==> src/hw/rtl/slbr_pkg.sv <==
`timescale 1ns / 1ps
// ----------------------------------------------------------------------------
// slbr_pkg
// Shared types, constants and a helper function of the scanline line buffer.
// ----------------------------------------------------------------------------
package slbr_pkg;

    // Line store geometry.
    localparam int unsigned LINE_CELLS = 160;
    localparam int unsigned LS_AW      = $clog2(LINE_CELLS);
    localparam int unsigned CELL_W     = 5;

    // Color table geometry.
    localparam int unsigned COLOR_ENTRIES = 32;
    localparam int unsigned CIDX_W        = 5;

    // Command queue between the front and the back.
    localparam int unsigned Q_DEPTH = 2;
    localparam int unsigned Q_AW    = $clog2(Q_DEPTH);

    // Configuration port.
    localparam int unsigned CFG_IW        = 1;
    localparam int unsigned CFG_DW        = 2;
    localparam logic [CFG_IW-1:0] CFG_KANGAROO  = 1'd0;
    localparam logic [CFG_IW-1:0] CFG_READ_MODE = 1'd1;

    // Request type codes on the input channel.
    localparam logic [2:0] REQ_CLEAR = 3'd0;
    localparam logic [2:0] REQ_START = 3'd1;
    localparam logic [2:0] REQ_BYTE  = 3'd2;
    localparam logic [2:0] REQ_READ  = 3'd3;
    localparam logic [2:0] REQ_COLOR = 3'd4;

    // Read mode codes.
    localparam logic [1:0] RM_DOUBLE  = 2'd0;
    localparam logic [1:0] RM_NONE    = 2'd1;
    localparam logic [1:0] RM_SPLIT_A = 2'd2;
    localparam logic [1:0] RM_SPLIT_B = 2'd3;

    // Operations carried from the front to the back.
    typedef enum logic [2:0] {
        OP_CLEAR,
        OP_START,
        OP_CELLS,
        OP_READ,
        OP_COLOR
    } op_t;

    // One classified command. The pos field holds the start position, the
    // cell index or the color index, depending on the operation.
    typedef struct packed {
        op_t                          op;
        logic [7:0]                   pos;
        logic [7:0]                   value;
        logic                         wide;
        logic [3:0]                   opaque;
        logic [3:0][CELL_W-1:0]       cells;
    } cmd_t;

    // Color table address for a cell value: entries whose low two bits are
    // zero all map to the background entry.
    function automatic logic [CIDX_W-1:0] color_addr(input logic [CELL_W-1:0] v);
        color_addr = (v[1:0] == 2'b00) ? '0 : v;
    endfunction

endpackage

==> src/hw/rtl/scanline_line_buffer_renderer.sv <==
`timescale 1ns / 1ps
// ----------------------------------------------------------------------------
// scanline_line_buffer_renderer
// Line buffer with palette lookup: assembles one scanline of 5-bit cells and
// reads cells out as pairs of colors through a 32-entry color table.
// ----------------------------------------------------------------------------
//  Channel   | Direction | Handshake          | Moves
//  s_*       | in        | s_valid / s_ready  | one request transaction
//  m_*       | out       | m_valid / m_ready  | one pair of colors per read
//  cfg_*     | in        | cfg_we             | kangaroo mode, read mode
//
// The front takes a request transaction every cycle while the two-entry
// command queue has room. The back carries out clear, start and color
// writes when it pops them. A graphic byte is popped and then written out
// as two cells if wide or four if narrow, through the single line store
// write port. A read holds the back through three steps: pop with the line
// store read, color table read, result load.
// Clear resets all per-cell valid bits together; there is no sweep.
// Reset is synchronous and active low; a stalled result holds the back in
// its final read step while the front keeps filling the queue.
// ----------------------------------------------------------------------------
module scanline_line_buffer_renderer (
    input  logic                        aclk,
    input  logic                        aresetn,
    input  logic                        s_valid,
    output logic                        s_ready,
    input  logic [2:0]                  s_req_type,
    input  logic [2:0]                  s_palette_bits,
    input  logic [7:0]                  s_start_hpos,
    input  logic                        s_sets_write_mode,
    input  logic                        s_wide_mode_in,
    input  logic [7:0]                  s_graphic_data,
    input  logic [15:0]                 s_fetch_address,
    input  logic                        s_holey_4k,
    input  logic                        s_holey_2k,
    input  logic [7:0]                  s_cell_index,
    input  logic [4:0]                  s_color_index,
    input  logic [7:0]                  s_color_value,
    output logic                        m_valid,
    input  logic                        m_ready,
    output logic [7:0]                  m_left_color,
    output logic [7:0]                  m_right_color,
    output logic                        m_pixels_valid,
    input  logic                        cfg_we,
    input  logic [slbr_pkg::CFG_IW-1:0] cfg_index,
    input  logic [slbr_pkg::CFG_DW-1:0] cfg_wdata
);
    import slbr_pkg::*;

    logic q_wr_valid;
    logic q_wr_ready;
    cmd_t q_wr_cmd;
    logic q_rd_valid;
    logic q_rd_ready;
    cmd_t q_rd_cmd;

    // Request intake and classification.
    slbr_front u_front (
        .aclk              (aclk),
        .aresetn           (aresetn),
        .s_valid           (s_valid),
        .s_ready           (s_ready),
        .s_req_type        (s_req_type),
        .s_palette_bits    (s_palette_bits),
        .s_start_hpos      (s_start_hpos),
        .s_sets_write_mode (s_sets_write_mode),
        .s_wide_mode_in    (s_wide_mode_in),
        .s_graphic_data    (s_graphic_data),
        .s_fetch_address   (s_fetch_address),
        .s_holey_4k        (s_holey_4k),
        .s_holey_2k        (s_holey_2k),
        .s_cell_index      (s_cell_index),
        .s_color_index     (s_color_index),
        .s_color_value     (s_color_value),
        .q_wr_valid        (q_wr_valid),
        .q_wr_ready        (q_wr_ready),
        .q_wr_cmd          (q_wr_cmd)
    );

    // Command queue.
    slbr_fifo u_fifo (
        .aclk     (aclk),
        .aresetn  (aresetn),
        .wr_valid (q_wr_valid),
        .wr_ready (q_wr_ready),
        .wr_cmd   (q_wr_cmd),
        .rd_valid (q_rd_valid),
        .rd_ready (q_rd_ready),
        .rd_cmd   (q_rd_cmd)
    );

    // Command execution and result output.
    slbr_back u_back (
        .aclk           (aclk),
        .aresetn        (aresetn),
        .q_valid        (q_rd_valid),
        .q_ready        (q_rd_ready),
        .q_cmd          (q_rd_cmd),
        .cfg_we         (cfg_we),
        .cfg_index      (cfg_index),
        .cfg_wdata      (cfg_wdata),
        .m_valid        (m_valid),
        .m_ready        (m_ready),
        .m_left_color   (m_left_color),
        .m_right_color  (m_right_color),
        .m_pixels_valid (m_pixels_valid)
    );

endmodule

==> src/hw/rtl/slbr_front.sv <==
`timescale 1ns / 1ps
// ----------------------------------------------------------------------------
// slbr_front
// Accepts input transactions, tracks palette and wide mode, and turns each
// known request into a command, with the cells of a graphic byte split out.
// ----------------------------------------------------------------------------
module slbr_front (
    input  logic                aclk,
    input  logic                aresetn,
    input  logic                s_valid,
    output logic                s_ready,
    input  logic [2:0]          s_req_type,
    input  logic [2:0]          s_palette_bits,
    input  logic [7:0]          s_start_hpos,
    input  logic                s_sets_write_mode,
    input  logic                s_wide_mode_in,
    input  logic [7:0]          s_graphic_data,
    input  logic [15:0]         s_fetch_address,
    input  logic                s_holey_4k,
    input  logic                s_holey_2k,
    input  logic [7:0]          s_cell_index,
    input  logic [4:0]          s_color_index,
    input  logic [7:0]          s_color_value,
    output logic                q_wr_valid,
    input  logic                q_wr_ready,
    output slbr_pkg::cmd_t      q_wr_cmd
);
    import slbr_pkg::*;

    logic [2:0] palette_reg;
    logic [2:0] palette_next;
    logic       wide_reg;
    logic       wide_next;
    logic       known;
    logic       holey;
    logic       accept;
    logic [3:0] wide_a;
    logic [3:0] wide_b;
    cmd_t       cmd;

    assign s_ready = q_wr_ready;
    assign accept  = s_valid && s_ready;

    // A fetch from the upper half of the address space can fall in a hole.
    assign holey = s_fetch_address[15] &&
                   ((s_holey_4k && s_fetch_address[12]) ||
                    (s_holey_2k && s_fetch_address[11]));

    assign wide_a = {s_graphic_data[3:2], s_graphic_data[7:6]};
    assign wide_b = {s_graphic_data[1:0], s_graphic_data[5:4]};

    // Classify the request and prepare the command payload.
    always_comb begin
        cmd        = '0;
        known      = 1'b1;
        cmd.op     = OP_CLEAR;
        cmd.wide   = wide_reg;
        unique case (s_req_type)
            REQ_CLEAR: begin
                cmd.op = OP_CLEAR;
            end
            REQ_START: begin
                cmd.op  = OP_START;
                cmd.pos = s_start_hpos;
            end
            REQ_BYTE: begin
                cmd.op = OP_CELLS;
                if (wide_reg) begin
                    cmd.cells[0]  = {palette_reg[2], wide_a};
                    cmd.cells[1]  = {palette_reg[2], wide_b};
                    cmd.opaque[0] = !holey && (wide_a != 4'd0);
                    cmd.opaque[1] = !holey && (wide_b != 4'd0);
                end else begin
                    for (int k = 0; k < 4; k++) begin
                        cmd.cells[k]  = {palette_reg, s_graphic_data[7-2*k -: 2]};
                        cmd.opaque[k] = !holey && (s_graphic_data[7-2*k -: 2] != 2'd0);
                    end
                end
            end
            REQ_READ: begin
                cmd.op  = OP_READ;
                cmd.pos = s_cell_index;
            end
            REQ_COLOR: begin
                cmd.op    = OP_COLOR;
                cmd.pos   = {3'd0, s_color_index};
                cmd.value = s_color_value;
            end
            default: begin
                known = 1'b0;
            end
        endcase
    end

    // Unknown requests are accepted and dropped here.
    assign q_wr_valid = s_valid && known;
    assign q_wr_cmd   = cmd;

    // Object state that shapes how later graphic bytes split.
    always_comb begin
        palette_next = palette_reg;
        wide_next    = wide_reg;
        if (accept && (s_req_type == REQ_START)) begin
            palette_next = s_palette_bits;
            if (s_sets_write_mode) begin
                wide_next = s_wide_mode_in;
            end
        end
    end

    always_ff @(posedge aclk) begin
        if (!aresetn) begin
            palette_reg <= '0;
            wide_reg    <= 1'b0;
        end else begin
            palette_reg <= palette_next;
            wide_reg    <= wide_next;
        end
    end

endmodule

==> src/hw/rtl/slbr_fifo.sv <==
`timescale 1ns / 1ps
// ----------------------------------------------------------------------------
// slbr_fifo
// Short command queue that decouples the front from the back.
// ----------------------------------------------------------------------------
module slbr_fifo (
    input  logic                aclk,
    input  logic                aresetn,
    input  logic                wr_valid,
    output logic                wr_ready,
    input  slbr_pkg::cmd_t      wr_cmd,
    output logic                rd_valid,
    input  logic                rd_ready,
    output slbr_pkg::cmd_t      rd_cmd
);
    import slbr_pkg::*;

    cmd_t            q_mem_reg [Q_DEPTH];
    logic [Q_AW-1:0] wr_ptr_reg;
    logic [Q_AW-1:0] wr_ptr_next;
    logic [Q_AW-1:0] rd_ptr_reg;
    logic [Q_AW-1:0] rd_ptr_next;
    logic [Q_AW:0]   count_reg;
    logic [Q_AW:0]   count_next;
    logic            push;
    logic            pop;

    assign wr_ready = (count_reg != (Q_AW+1)'(Q_DEPTH));
    assign rd_valid = (count_reg != '0);
    assign rd_cmd   = q_mem_reg[rd_ptr_reg];
    assign push     = wr_valid && wr_ready;
    assign pop      = rd_valid && rd_ready;

    // Pointer and fill count update.
    always_comb begin
        wr_ptr_next = push ? wr_ptr_reg + 1'b1 : wr_ptr_reg;
        rd_ptr_next = pop  ? rd_ptr_reg + 1'b1 : rd_ptr_reg;
        count_next  = count_reg;
        if (push && !pop) begin
            count_next = count_reg + 1'b1;
        end else if (pop && !push) begin
            count_next = count_reg - 1'b1;
        end
    end

    always_ff @(posedge aclk) begin
        if (!aresetn) begin
            wr_ptr_reg <= '0;
            rd_ptr_reg <= '0;
            count_reg  <= '0;
        end else begin
            wr_ptr_reg <= wr_ptr_next;
            rd_ptr_reg <= rd_ptr_next;
            count_reg  <= count_next;
        end
    end

    // Queue storage.
    always_ff @(posedge aclk) begin
        if (push) begin
            q_mem_reg[wr_ptr_reg] <= wr_cmd;
        end
    end

endmodule

==> src/hw/rtl/slbr_back.sv <==
`timescale 1ns / 1ps
// ----------------------------------------------------------------------------
// slbr_back
// Executes commands: owns the line store, the color table, the horizontal
// position, the configuration registers and the result register.
// ----------------------------------------------------------------------------
module slbr_back (
    input  logic                        aclk,
    input  logic                        aresetn,
    input  logic                        q_valid,
    output logic                        q_ready,
    input  slbr_pkg::cmd_t              q_cmd,
    input  logic                        cfg_we,
    input  logic [slbr_pkg::CFG_IW-1:0] cfg_index,
    input  logic [slbr_pkg::CFG_DW-1:0] cfg_wdata,
    output logic                        m_valid,
    input  logic                        m_ready,
    output logic [7:0]                  m_left_color,
    output logic [7:0]                  m_right_color,
    output logic                        m_pixels_valid
);
    import slbr_pkg::*;

    localparam logic [1:0] ST_IDLE  = 2'd0;
    localparam logic [1:0] ST_CELLS = 2'd1;
    localparam logic [1:0] ST_FETCH = 2'd2;
    localparam logic [1:0] ST_SEND  = 2'd3;

    logic [1:0]              state_reg;
    logic [1:0]              state_next;

    logic [7:0]              hpos_reg;
    logic [7:0]              hpos_next;
    logic [3:0][CELL_W-1:0]  cells_reg;
    logic [3:0]              opaque_reg;
    logic                    wide_reg;
    logic [1:0]              cnt_reg;
    logic [1:0]              cnt_next;
    logic                    kangaroo_reg;
    logic [1:0]              read_mode_reg;

    // Line store and its per-entry valid bits.
    logic [CELL_W-1:0]       ls_mem [LINE_CELLS];
    logic [LINE_CELLS-1:0]   ls_vld_reg;
    logic [CELL_W-1:0]       ls_rd_data_reg;
    logic                    ls_rd_hit_reg;
    logic                    ls_we;
    logic [LS_AW-1:0]        ls_waddr;
    logic [CELL_W-1:0]       ls_wdata;
    logic                    ls_re;
    logic [LS_AW-1:0]        ls_raddr;
    logic                    ls_clear;
    logic                    hpos_in_range;
    logic                    rd_in_range;

    // Color table and its per-entry valid bits.
    logic [7:0]              cmem [COLOR_ENTRIES];
    logic [COLOR_ENTRIES-1:0] cvld_reg;
    logic [7:0]              cl_data_reg;
    logic [7:0]              cr_data_reg;
    logic                    cl_hit_reg;
    logic                    cr_hit_reg;
    logic                    c_we;
    logic [CIDX_W-1:0]       c_waddr;
    logic                    c_re;
    logic [CELL_W-1:0]       cell_val;
    logic [CELL_W-1:0]       l_val;
    logic [CELL_W-1:0]       r_val;
    logic [CIDX_W-1:0]       l_addr;
    logic [CIDX_W-1:0]       r_addr;

    // Result register.
    logic                    m_valid_reg;
    logic                    m_valid_next;
    logic [7:0]              m_left_reg;
    logic [7:0]              m_right_reg;
    logic                    m_pix_reg;
    logic                    m_load;

    logic                    pop;
    logic                    last_cell;

    assign q_ready = (state_reg == ST_IDLE);
    assign pop     = q_valid && q_ready;

    assign hpos_in_range = ({1'b0, hpos_reg} < 9'(LINE_CELLS));
    assign rd_in_range   = ({1'b0, q_cmd.pos} < 9'(LINE_CELLS));
    assign last_cell     = (cnt_reg == (wide_reg ? 2'd1 : 2'd3));

    // Line store access decode.
    assign ls_we    = (state_reg == ST_CELLS) && hpos_in_range &&
                      (opaque_reg[cnt_reg] || kangaroo_reg);
    assign ls_waddr = hpos_reg[LS_AW-1:0];
    assign ls_wdata = opaque_reg[cnt_reg] ? cells_reg[cnt_reg] : '0;
    assign ls_re    = pop && (q_cmd.op == OP_READ);
    assign ls_raddr = q_cmd.pos[LS_AW-1:0];
    assign ls_clear = pop && (q_cmd.op == OP_CLEAR);

    // Color table access decode.
    assign c_we    = pop && (q_cmd.op == OP_COLOR);
    assign c_waddr = q_cmd.pos[CIDX_W-1:0];
    assign c_re    = (state_reg == ST_FETCH);

    // Split the stored cell into the two pixel values by read mode.
    assign cell_val = ls_rd_hit_reg ? ls_rd_data_reg : '0;
    always_comb begin
        unique case (read_mode_reg)
            RM_SPLIT_A: begin
                l_val = {cell_val[4], 2'b00, cell_val[1], cell_val[3]};
                r_val = {cell_val[4], 2'b00, cell_val[0], cell_val[2]};
            end
            RM_SPLIT_B: begin
                l_val = {cell_val[4:1], 1'b0};
                r_val = {cell_val[4:2], cell_val[0], 1'b0};
            end
            RM_DOUBLE, RM_NONE: begin
                l_val = cell_val;
                r_val = cell_val;
            end
        endcase
    end
    assign l_addr = color_addr(l_val);
    assign r_addr = color_addr(r_val);

    // Result register takes new data when empty or being drained.
    assign m_load = (state_reg == ST_SEND) && (!m_valid_reg || m_ready);
    always_comb begin
        m_valid_next = m_valid_reg;
        if (m_load) begin
            m_valid_next = 1'b1;
        end else if (m_ready) begin
            m_valid_next = 1'b0;
        end
    end

    // Sequencer and position update.
    always_comb begin
        state_next = state_reg;
        hpos_next  = hpos_reg;
        cnt_next   = cnt_reg;
        unique case (state_reg)
            ST_IDLE: begin
                cnt_next = 2'd0;
                if (pop) begin
                    unique case (q_cmd.op)
                        OP_START: hpos_next  = q_cmd.pos;
                        OP_CELLS: state_next = ST_CELLS;
                        OP_READ:  state_next = ST_FETCH;
                        default:  state_next = ST_IDLE;
                    endcase
                end
            end
            ST_CELLS: begin
                hpos_next = hpos_reg + 8'd1;
                cnt_next  = cnt_reg + 2'd1;
                if (last_cell) begin
                    state_next = ST_IDLE;
                end
            end
            ST_FETCH: begin
                state_next = ST_SEND;
            end
            ST_SEND: begin
                if (m_load) begin
                    state_next = ST_IDLE;
                end
            end
        endcase
    end

    // Control state.
    always_ff @(posedge aclk) begin
        if (!aresetn) begin
            state_reg     <= ST_IDLE;
            hpos_reg      <= '0;
            cnt_reg       <= '0;
            kangaroo_reg  <= 1'b0;
            read_mode_reg <= RM_DOUBLE;
            ls_vld_reg    <= '0;
            cvld_reg      <= '0;
            m_valid_reg   <= 1'b0;
        end else begin
            state_reg   <= state_next;
            hpos_reg    <= hpos_next;
            cnt_reg     <= cnt_next;
            m_valid_reg <= m_valid_next;
            if (ls_clear) begin
                ls_vld_reg <= '0;
            end else if (ls_we) begin
                ls_vld_reg[ls_waddr] <= 1'b1;
            end
            if (c_we) begin
                cvld_reg[c_waddr] <= 1'b1;
            end
            if (cfg_we) begin
                unique case (cfg_index)
                    CFG_KANGAROO:  kangaroo_reg  <= cfg_wdata[0];
                    CFG_READ_MODE: read_mode_reg <= cfg_wdata;
                endcase
            end
        end
    end

    // Payload registers of the command being carried out.
    always_ff @(posedge aclk) begin
        if (pop && (q_cmd.op == OP_CELLS)) begin
            cells_reg  <= q_cmd.cells;
            opaque_reg <= q_cmd.opaque;
            wide_reg   <= q_cmd.wide;
        end
        if (ls_re) begin
            ls_rd_hit_reg <= rd_in_range && ls_vld_reg[ls_raddr];
        end
        if (c_re) begin
            cl_hit_reg <= cvld_reg[l_addr];
            cr_hit_reg <= cvld_reg[r_addr];
        end
        if (m_load) begin
            m_pix_reg   <= (read_mode_reg != RM_NONE);
            m_left_reg  <= ((read_mode_reg != RM_NONE) && cl_hit_reg) ? cl_data_reg : 8'd0;
            m_right_reg <= ((read_mode_reg != RM_NONE) && cr_hit_reg) ? cr_data_reg : 8'd0;
        end
    end

    // Line store memory.
    always_ff @(posedge aclk) begin
        if (ls_we) begin
            ls_mem[ls_waddr] <= ls_wdata;
        end
        if (ls_re) begin
            ls_rd_data_reg <= ls_mem[ls_raddr];
        end
    end

    // Color table memory with two read ports.
    always_ff @(posedge aclk) begin
        if (c_we) begin
            cmem[c_waddr] <= q_cmd.value;
        end
        if (c_re) begin
            cl_data_reg <= cmem[l_addr];
            cr_data_reg <= cmem[r_addr];
        end
    end

    assign m_valid        = m_valid_reg;
    assign m_left_color   = m_left_reg;
    assign m_right_color  = m_right_reg;
    assign m_pixels_valid = m_pix_reg;

endmodule

==> config.mk <==
export PLATFORM = sky130hd
export DESIGN_NAME = scanline_line_buffer_renderer
export DESIGN_NICKNAME = d
export VERILOG_FILES = /design/src/hw/rtl/slbr_pkg.sv /design/src/hw/rtl/scanline_line_buffer_renderer.sv /design/src/hw/rtl/slbr_front.sv /design/src/hw/rtl/slbr_fifo.sv /design/src/hw/rtl/slbr_back.sv
export SDC_FILE = /design/constraint.sdc
export NUM_CORES = 2
export LEC_CHECK = 0
export ABC_AREA = 1
export ABC_CLOCK_PERIOD_IN_PS = 12200
export BUFFER_PORTS_ARGS = -buffer_cell sky130_fd_sc_hd__buf_2
export CORE_MARGIN = 3
export CORE_UTILIZATION = 30
export DETAILED_ROUTE_END_ITERATION = 6
export PLACE_DENSITY = 0.55
export SYNTH_ARGS = -nofsm -noshare
export SYNTH_HDL_FRONTEND = slang
export SYNTH_SLANG_ARGS = --single-unit
==> constraint.sdc <==
create_clock -name aclk -period 12.2 [get_ports aclk]
set_clock_uncertainty 0.15 [all_clocks]
set_input_delay 1.83 -clock aclk [delete_from_list [all_inputs] [get_ports aclk]]
set_output_delay 1.83 -clock aclk [all_outputs]
set_load 0.005 [all_outputs]
# After elaboration in Yosys (flattened, before gate mapping)
# Memories as Yosys holds them, arrays and structs flattened. A register that Yosys moved wholly into a read port is not among the register bits.
# Cells that the tools add are included.
# Widths: inputs -> output; s select.
# word_totals
register_bits,261
ram_bits,1144
in_bits,71
output_inout_bits,19
elab_cells,180
n_memories,3
# memory_table
memory,depth,word_bits,read_ports,rd_clocked_by_memory_dff,wr,line_no,text
u_back.ls_mem,160,5,1,1,1,slbr_back.sv:43,logic [CELL_W-1:0] ls_mem [LINE_CELLS];
u_back.cmem,32,8,2,2,1,slbr_back.sv:57,logic [7:0] cmem [COLOR_ENTRIES];
u_fifo.q_mem_reg,2,44,1,1,1,slbr_fifo.sv:18,cmd_t q_mem_reg [Q_DEPTH];
# op_classes
addsub,6
order_cmp,10
n_eq_ne,22
n_mux,51
bitwise_logic,4
reduce_logical,59
# ops
operator,count
$or 160x160->160,1
$or 32x32->32,1
$pmux 5 s3,2
$logic_and 1x1->1,28
$mux 5,5
$mux 24,1
$mux 8,3
$pmux 8 s3,1
$lt 5x6->1 const B,3
$lt 8x9->1 const B,2
$mux 1,17
$lt 8x8->1 const B,2
$mux 2,8
$pmux 8 s2,1
$reduce_bool 2->1,8
$eq 3x2->1 const B,4
$pmux 3 s4,1
$bmux 1 s5,2
$bmux 5 s2,1
$mux 10,1
$mux 9,1
$add 8x1->8 const B,1
$bmux 1 s8,1
$demux 1 s8,1
other kinds (29),56

# Depth between registers and ports, before layout
# logic_depth
ltp_word,9
depth_mapped,19

# By module
# A second synthesis with hierarchy kept.
# hier_totals
cells_unflattened,6197
area_unflattened_um2,61591.6
# modules_own_cells
module,n_inst,cells_each,area_each_um2,seq_area_each_um2
slbr_back,1,5891,57273.7,37796.2
slbr_fifo,1,174,3619.7,2742.6
slbr_front,1,132,698.2,80.1

# Least setup slack after synthesis
# No wires, ideal clock.
# synth_path
path_kind,flip-flop to flip-flop
start,reg u_back.cnt_reg[0]
end,"mem u_back.ls_mem[0][2], data pin"
setup_time_ns,1.588
arrival_ns,7.752
required_ns,10.462
slack_ns,2.709
path_stages_with_launch,6
n_path_buf,2
cell_sequence,dfxtp_1 -> buf_6 -> inv_6 -> buf_12 -> nand2_1 -> a311oi_1
# synth_via
elab_chain_len,3
word_cells_on_any_way,5
classes_between,mux: 5
# synth_lines
element,line_no,text
from (decl),slbr_back.sv:37,logic [1:0] cnt_reg;
from (signal assigned),slbr_back.sv:185,cnt_reg <= cnt_next;
$bmux 5 s2 / $bmux 1 s2 (equally long branches),slbr_back.sv:94,assign ls_wdata = opaque_reg[cnt_reg] ? cells_reg[cnt_reg] : '0;
$mux 5 (implied by the code) / $mux 1 (equally long branches),slbr_back.sv:94,
$mux 5 (*),slbr_back.sv:94,
net u_back.ls_wdata[2],slbr_back.sv:49,logic [CELL_W-1:0] ls_wdata;
to (decl),slbr_back.sv:43,
# The timed path passes the listed nets; every way through them passes the cells marked *. The select of a mux whose other input is x is not followed.

==> impl_metrics.xml <==
<?xml version="1.0" encoding="UTF-8"?>
<metrics>
  <group name="run">
    <metric name="drv_cap" unit="">0</metric>
  </group>
  <group name="synth">
    <metric name="dominant_combinational_cell_family_by_area_after_synthesis" unit="">simple AND/OR/NAND/NOR gates</metric>
    <metric name="ys_seq_elements" unit="">1415</metric>
    <metric name="synth_compound_area_frac" unit="">0.0832</metric>
    <metric name="synth.cell_area" unit="mm²">0.0615</metric>
    <metric name="post_synth_xor_area_fraction" unit="">0.000142</metric>
    <metric name="syn_area_cell" unit="µm²">9.80</metric>
    <metric name="yosysUniqueCellTypes" unit="">52</metric>
    <metric name="synthesis.instances" unit="">6275</metric>
    <metric name="synth-async-reset-ratio" unit="">0</metric>
    <metric name="synth_warnings" unit="">0</metric>
    <metric name="synthSimpleGateAreaFrac" unit="">0.200</metric>
    <metric name="yosys_most_used_dff" unit="">sky130_fd_sc_hd__edfxtp_1</metric>
    <metric name="post_synth_mux_area_share" unit="">0.000813</metric>
    <metric name="adder_cell_fraction_of_synth_area" unit="">0.00102</metric>
    <metric name="yosysTopAreaCell" unit="">sky130_fd_sc_hd__edfxtp_1</metric>
    <metric name="synth_sequential_area_ratio" unit="">0.655</metric>
    <metric name="mappedNetlistNets" unit="">6351</metric>
    <metric name="number_of_enable_type_register_cells_in_the_synthesized_netlist" unit="">1198</metric>
    <metric name="post-synth-top-area-fraction" unit="">0.585</metric>
    <metric name="ys_top_cells_by_area" unit="">sky130_fd_sc_hd__edfxtp_1, sky130_fd_sc_hd__nand2_1, sky130_fd_sc_hd__dfxtp_1</metric>
  </group>
  <group name="grt">
    <metric name="via_count_of_the_first_global_routing_pass" unit="">42400</metric>
    <metric name="grt_antenna_before_repair" unit="">6</metric>
    <metric name="grt_start_max_net_pins" unit="">161</metric>
    <metric name="globalRoute.totalOverflow" unit="">0</metric>
    <metric name="total_global_route_track_usage" unit="">0.162</metric>
    <metric name="grt_pass1_wl" unit="µm">262000</metric>
  </group>
  <group name="worst_hold_path">
    <metric name="timing.hold.worst_endpoint" unit="">u_back.ls_vld_reg[54]</metric>
    <metric name="hold_depth" unit="">2</metric>
    <metric name="worst_hold_path_type" unit="">reg2reg</metric>
    <metric name="timing.hold.worst.start" unit="">u_back.ls_vld_reg[54]</metric>
  </group>
  <group name="power">
    <metric name="p_sw" unit="µW">4670</metric>
    <metric name="power_report.internal_total" unit="µW">8870</metric>
    <metric name="total_power" unit="µW">13500</metric>
    <metric name="power_density" unit="mW/mm²">196</metric>
    <metric name="seq_power_share" unit="">0.419</metric>
    <metric name="total_leakage_power" unit="µW">0.0274</metric>
    <metric name="switching_share" unit="">0.345</metric>
    <metric name="p_clk_frac" unit="">0.321</metric>
    <metric name="share_comb_of_total_power" unit="">0.260</metric>
    <metric name="vdd_ir_drop_max" unit="mV">0.149</metric>
  </group>
  <group name="floorplanning">
    <metric name="design.core.area" unit="mm²">0.203</metric>
    <metric name="core.rowCount" unit="">165</metric>
    <metric name="initial_core_utilization" unit="">0.303</metric>
    <metric name="dieArea" unit="mm²">0.211</metric>
    <metric name="die_width" unit="µm">459</metric>
    <metric name="boundaryPins" unit="">90</metric>
    <metric name="die_height" unit="µm">459</metric>
  </group>
  <group name="route">
    <metric name="vias_per_cell" unit="">4.85</metric>
    <metric name="detail_route.wl_per_cell" unit="µm">19.3</metric>
    <metric name="routed-via-count" unit="">43800</metric>
    <metric name="detail_route.wirelength" unit="µm">175000</metric>
    <metric name="initial_drc_count" unit="">4324</metric>
    <metric name="postRouteAntennaNets" unit="">0</metric>
    <metric name="drt_drc_violations_left" unit="">1</metric>
    <metric name="drt_pass1_iterations" unit="">7</metric>
  </group>
  <group name="clocking">
    <metric name="clkSinkCount" unit="">1415</metric>
    <metric name="cts_setup_buffers" unit="">0</metric>
    <metric name="clk_transition_reported_paths" unit="ns">0.06</metric>
    <metric name="clk_root_buffer_cell" unit="">sky130_fd_sc_hd__clkbuf_16</metric>
    <metric name="clkLatencyLatePin" unit="ns">0.78</metric>
    <metric name="clock_tree_from_tritoncts" unit="">done</metric>
    <metric name="post_cts_sizing" unit="">0</metric>
    <metric name="htreeDepth" unit="">4</metric>
    <metric name="cts-hold-fix-buffers" unit="">0</metric>
    <metric name="tritoncts_buffer_count" unit="">146</metric>
    <metric name="clock_path_buffers" unit="">3</metric>
  </group>
  <group name="worst_setup_path">
    <metric name="worstPathArrival" unit="ns">5.66</metric>
    <metric name="register_to_register_setup_slack" unit="ns">6.98</metric>
    <metric name="crit_path_cell_trace" unit="">buf_4, nand2_1, nand2_8, buf_4, buf_4, nand2_1, nand2_1, nand2_1, nand2_1, nand2_1, nand2_1, nor2_1, nand3_1, nand2_1, nor2_1, nor2_1, nor2_1</metric>
    <metric name="crit_buf_inv" unit="">3</metric>
    <metric name="cell_at_the_slowest_stage_of_the_critical_path" unit="">sky130_fd_sc_hd__buf_4</metric>
    <metric name="critical_path.endpoint_type" unit="">register</metric>
    <metric name="timing.critical_path.fanout_max" unit="">70</metric>
    <metric name="slowest_delay" unit="ns">0.77</metric>
    <metric name="r2r_path_end" unit="">u_back.ls_rd_data_reg[3]</metric>
    <metric name="worst-r2r-cell-count" unit="">17</metric>
    <metric name="launching_element_type_of_the_critical_path" unit="">register</metric>
    <metric name="crit_family" unit="">simple AND/OR/NAND/NOR gates</metric>
    <metric name="worstPathRequired" unit="ns">12.64</metric>
    <metric name="path_common_cell" unit="">sky130_fd_sc_hd__nand2_1</metric>
    <metric name="worst-setup-path-type" unit="">reg2reg</metric>
  </group>
  <group name="finish">
    <metric name="post_route_cells_drive_above_1_share" unit="">0.0794</metric>
    <metric name="storage_element_area" unit="mm²">0.0403</metric>
    <metric name="largest_reg_flops" unit="">800</metric>
    <metric name="final_core_util" unit="">0.341</metric>
    <metric name="most-common-layout-cells" unit="">sky130_fd_sc_hd__nand2_1, sky130_fd_sc_hd__edfxtp_1, sky130_fd_sc_hd__inv_1, sky130_fd_sc_hd__nor2_1, sky130_fd_sc_hd__a21oi_1</metric>
    <metric name="multi_input_gate_area_in_the_final_layout" unit="mm²">0.0177</metric>
    <metric name="layout-area-overhead-vs-synth" unit="%">12.5</metric>
    <metric name="fillers" unit="">20400</metric>
    <metric name="final_nets" unit="">6326</metric>
    <metric name="final_common_cell" unit="">sky130_fd_sc_hd__nand2_1</metric>
  </group>
  <group name="sta">
    <metric name="rsz0062_at_grt" unit="">no</metric>
    <metric name="timing_max_transition_violations_final" unit="">0</metric>
    <metric name="final_period_utilization" unit="">0.428</metric>
    <metric name="fmax" unit="MHz">192</metric>
    <metric name="finalWorstPathRequiredPeriod" unit="ns">5.22</metric>
    <metric name="totalNegativeSetupSlack" unit="ns">0</metric>
    <metric name="finalHoldViolCount" unit="">0</metric>
    <metric name="worst_slew_pin_slew" unit="ns">1.23</metric>
    <metric name="timing.slew.headroom" unit="">0.179</metric>
    <metric name="finalSetupViolations" unit="">0</metric>
  </group>
  <group name="placement">
    <metric name="gp_congestion" unit="">0.823</metric>
    <metric name="port_buffers" unit="">76</metric>
    <metric name="dp_hpwl" unit="µm">102000</metric>
  </group>
  <group name="outcome">
    <metric name="outcome" unit="">complete, but fails checks</metric>
    <metric name="violations" unit="">DRC</metric>
  </group>
</metrics>
## per-stage QoR
step	hold slack, ns	setup WS (ns)	cells	cell area, µm²
finish	0.296	6.98	9045	69200
global route	0.311	6.67	9044	69200
CTS	0.296	6.95	9043	69200
detailed placement	0.287	6.97	8774	64600
global placement	0.283	6.97	8774	64600
floorplan	0.276	2.71	6275	61500
## area by class of cell
class / instances / area share
Timing Repair Buffer: 155 / 0.0148
Clock buffer: 211 / 0.0597
Clock inverter: 58 / 0.00705
Multi-Input combinational cell: 3957 / 0.256
Antenna cell: 2 / 0.0000723
Sequential cell: 1415 / 0.582
Tap cell: 2672 / 0.0483
Inverter: 575 / 0.0314
## layer usage
metal / vias to the layer above / part of all wire / global-route usage
met1: 21200 / 0.44 / 0.220
li1: 20900 / - / -
met5: - / 0 / 0
met2: 1474 / 0.47 / 0.265
met3: 288 / 0.068 / 0.0263
met4: 0 / 0.029 / 0.0532
## worst register-to-register path, cell delays in order (launching register included)
cell	delay (ns)
sky130_fd_sc_hd__dfxtp_2	0.33
sky130_fd_sc_hd__buf_4	0.52
sky130_fd_sc_hd__nand2_1	0.68
sky130_fd_sc_hd__nand2_8	0.55
sky130_fd_sc_hd__buf_4	0.62
sky130_fd_sc_hd__buf_4	0.79
sky130_fd_sc_hd__nand2_1	0.20
sky130_fd_sc_hd__nand2_1	0.10
sky130_fd_sc_hd__nand2_1	0.05
sky130_fd_sc_hd__nand2_1	0.08
sky130_fd_sc_hd__nand2_1	0.06
sky130_fd_sc_hd__nand2_1	0.11
sky130_fd_sc_hd__nor2_1	0.07
sky130_fd_sc_hd__nand3_1	0.16
sky130_fd_sc_hd__nand2_1	0.08
sky130_fd_sc_hd__nor2_1	0.17
sky130_fd_sc_hd__nor2_1	0.15
sky130_fd_sc_hd__nor2_1	0.19
## synth_stat cells (9+ instances only)
| library cell | number |
|---|---|
| sky130_fd_sc_hd__o221ai_1 | 34 |
| sky130_fd_sc_hd__inv_2 | 32 |
| sky130_fd_sc_hd__o211ai_1 | 61 |
| sky130_fd_sc_hd__a21oi_1 | 320 |
| sky130_fd_sc_hd__nand4_1 | 15 |
| sky130_fd_sc_hd__nand3_1 | 299 |
| sky130_fd_sc_hd__nor2_2 | 17 |
| sky130_fd_sc_hd__nand2_4 | 14 |
| sky130_fd_sc_hd__nand2_2 | 15 |
| sky130_fd_sc_hd__dfxtp_1 | 217 |
| sky130_fd_sc_hd__o22ai_1 | 13 |
| sky130_fd_sc_hd__nand2_1 | 2306 |
| sky130_fd_sc_hd__buf_1 | 19 |
| sky130_fd_sc_hd__buf_2 | 171 |
| sky130_fd_sc_hd__o21ai_0 | 266 |
| sky130_fd_sc_hd__o21ai_1 | 79 |
| sky130_fd_sc_hd__nor2_1 | 357 |
| sky130_fd_sc_hd__nor3_1 | 9 |
| sky130_fd_sc_hd__clkbuf_1 | 129 |
| sky130_fd_sc_hd__a22oi_1 | 71 |
| sky130_fd_sc_hd__inv_1 | 539 |
| sky130_fd_sc_hd__a21oi_2 | 22 |
| sky130_fd_sc_hd__edfxtp_1 | 1198 |
## logic make-up after synthesis
kind of cell | after synthesis
flops | 1415
compound gates | 890
fa+ha+maj | 5
xor+xnor | 1
simple gates | 3056
buf+inv | 903
mux | 5
## how the worst max path moves through the flow
stage	depth (start not counted)	endpoint	startpoint
floorplan	5	u_back.ls_mem[0][2]	u_back.cnt_reg[0]
global placement	7	u_back.cmem[14][0]	register
CTS	7	u_back.cmem[14][2]	register
detailed placement	7	u_back.cmem[14][0]	register
global route	17	u_back.ls_rd_data_reg[3]	register
finish	17	u_back.ls_rd_data_reg[3]	register
## power by group through the flow
stage                     combinational (µW)  sequential, µW  clock (µW)
after floorplan                         2210            5800           0
after global placement                  3500            5770           0
after detailed placement                3520            5770           0
after CTS                               3530            5670        4440
after global routing                    3880            5670        4630
final                                   3520            5670        4350
Note: power is estimated with default switching activity, not from simulation.
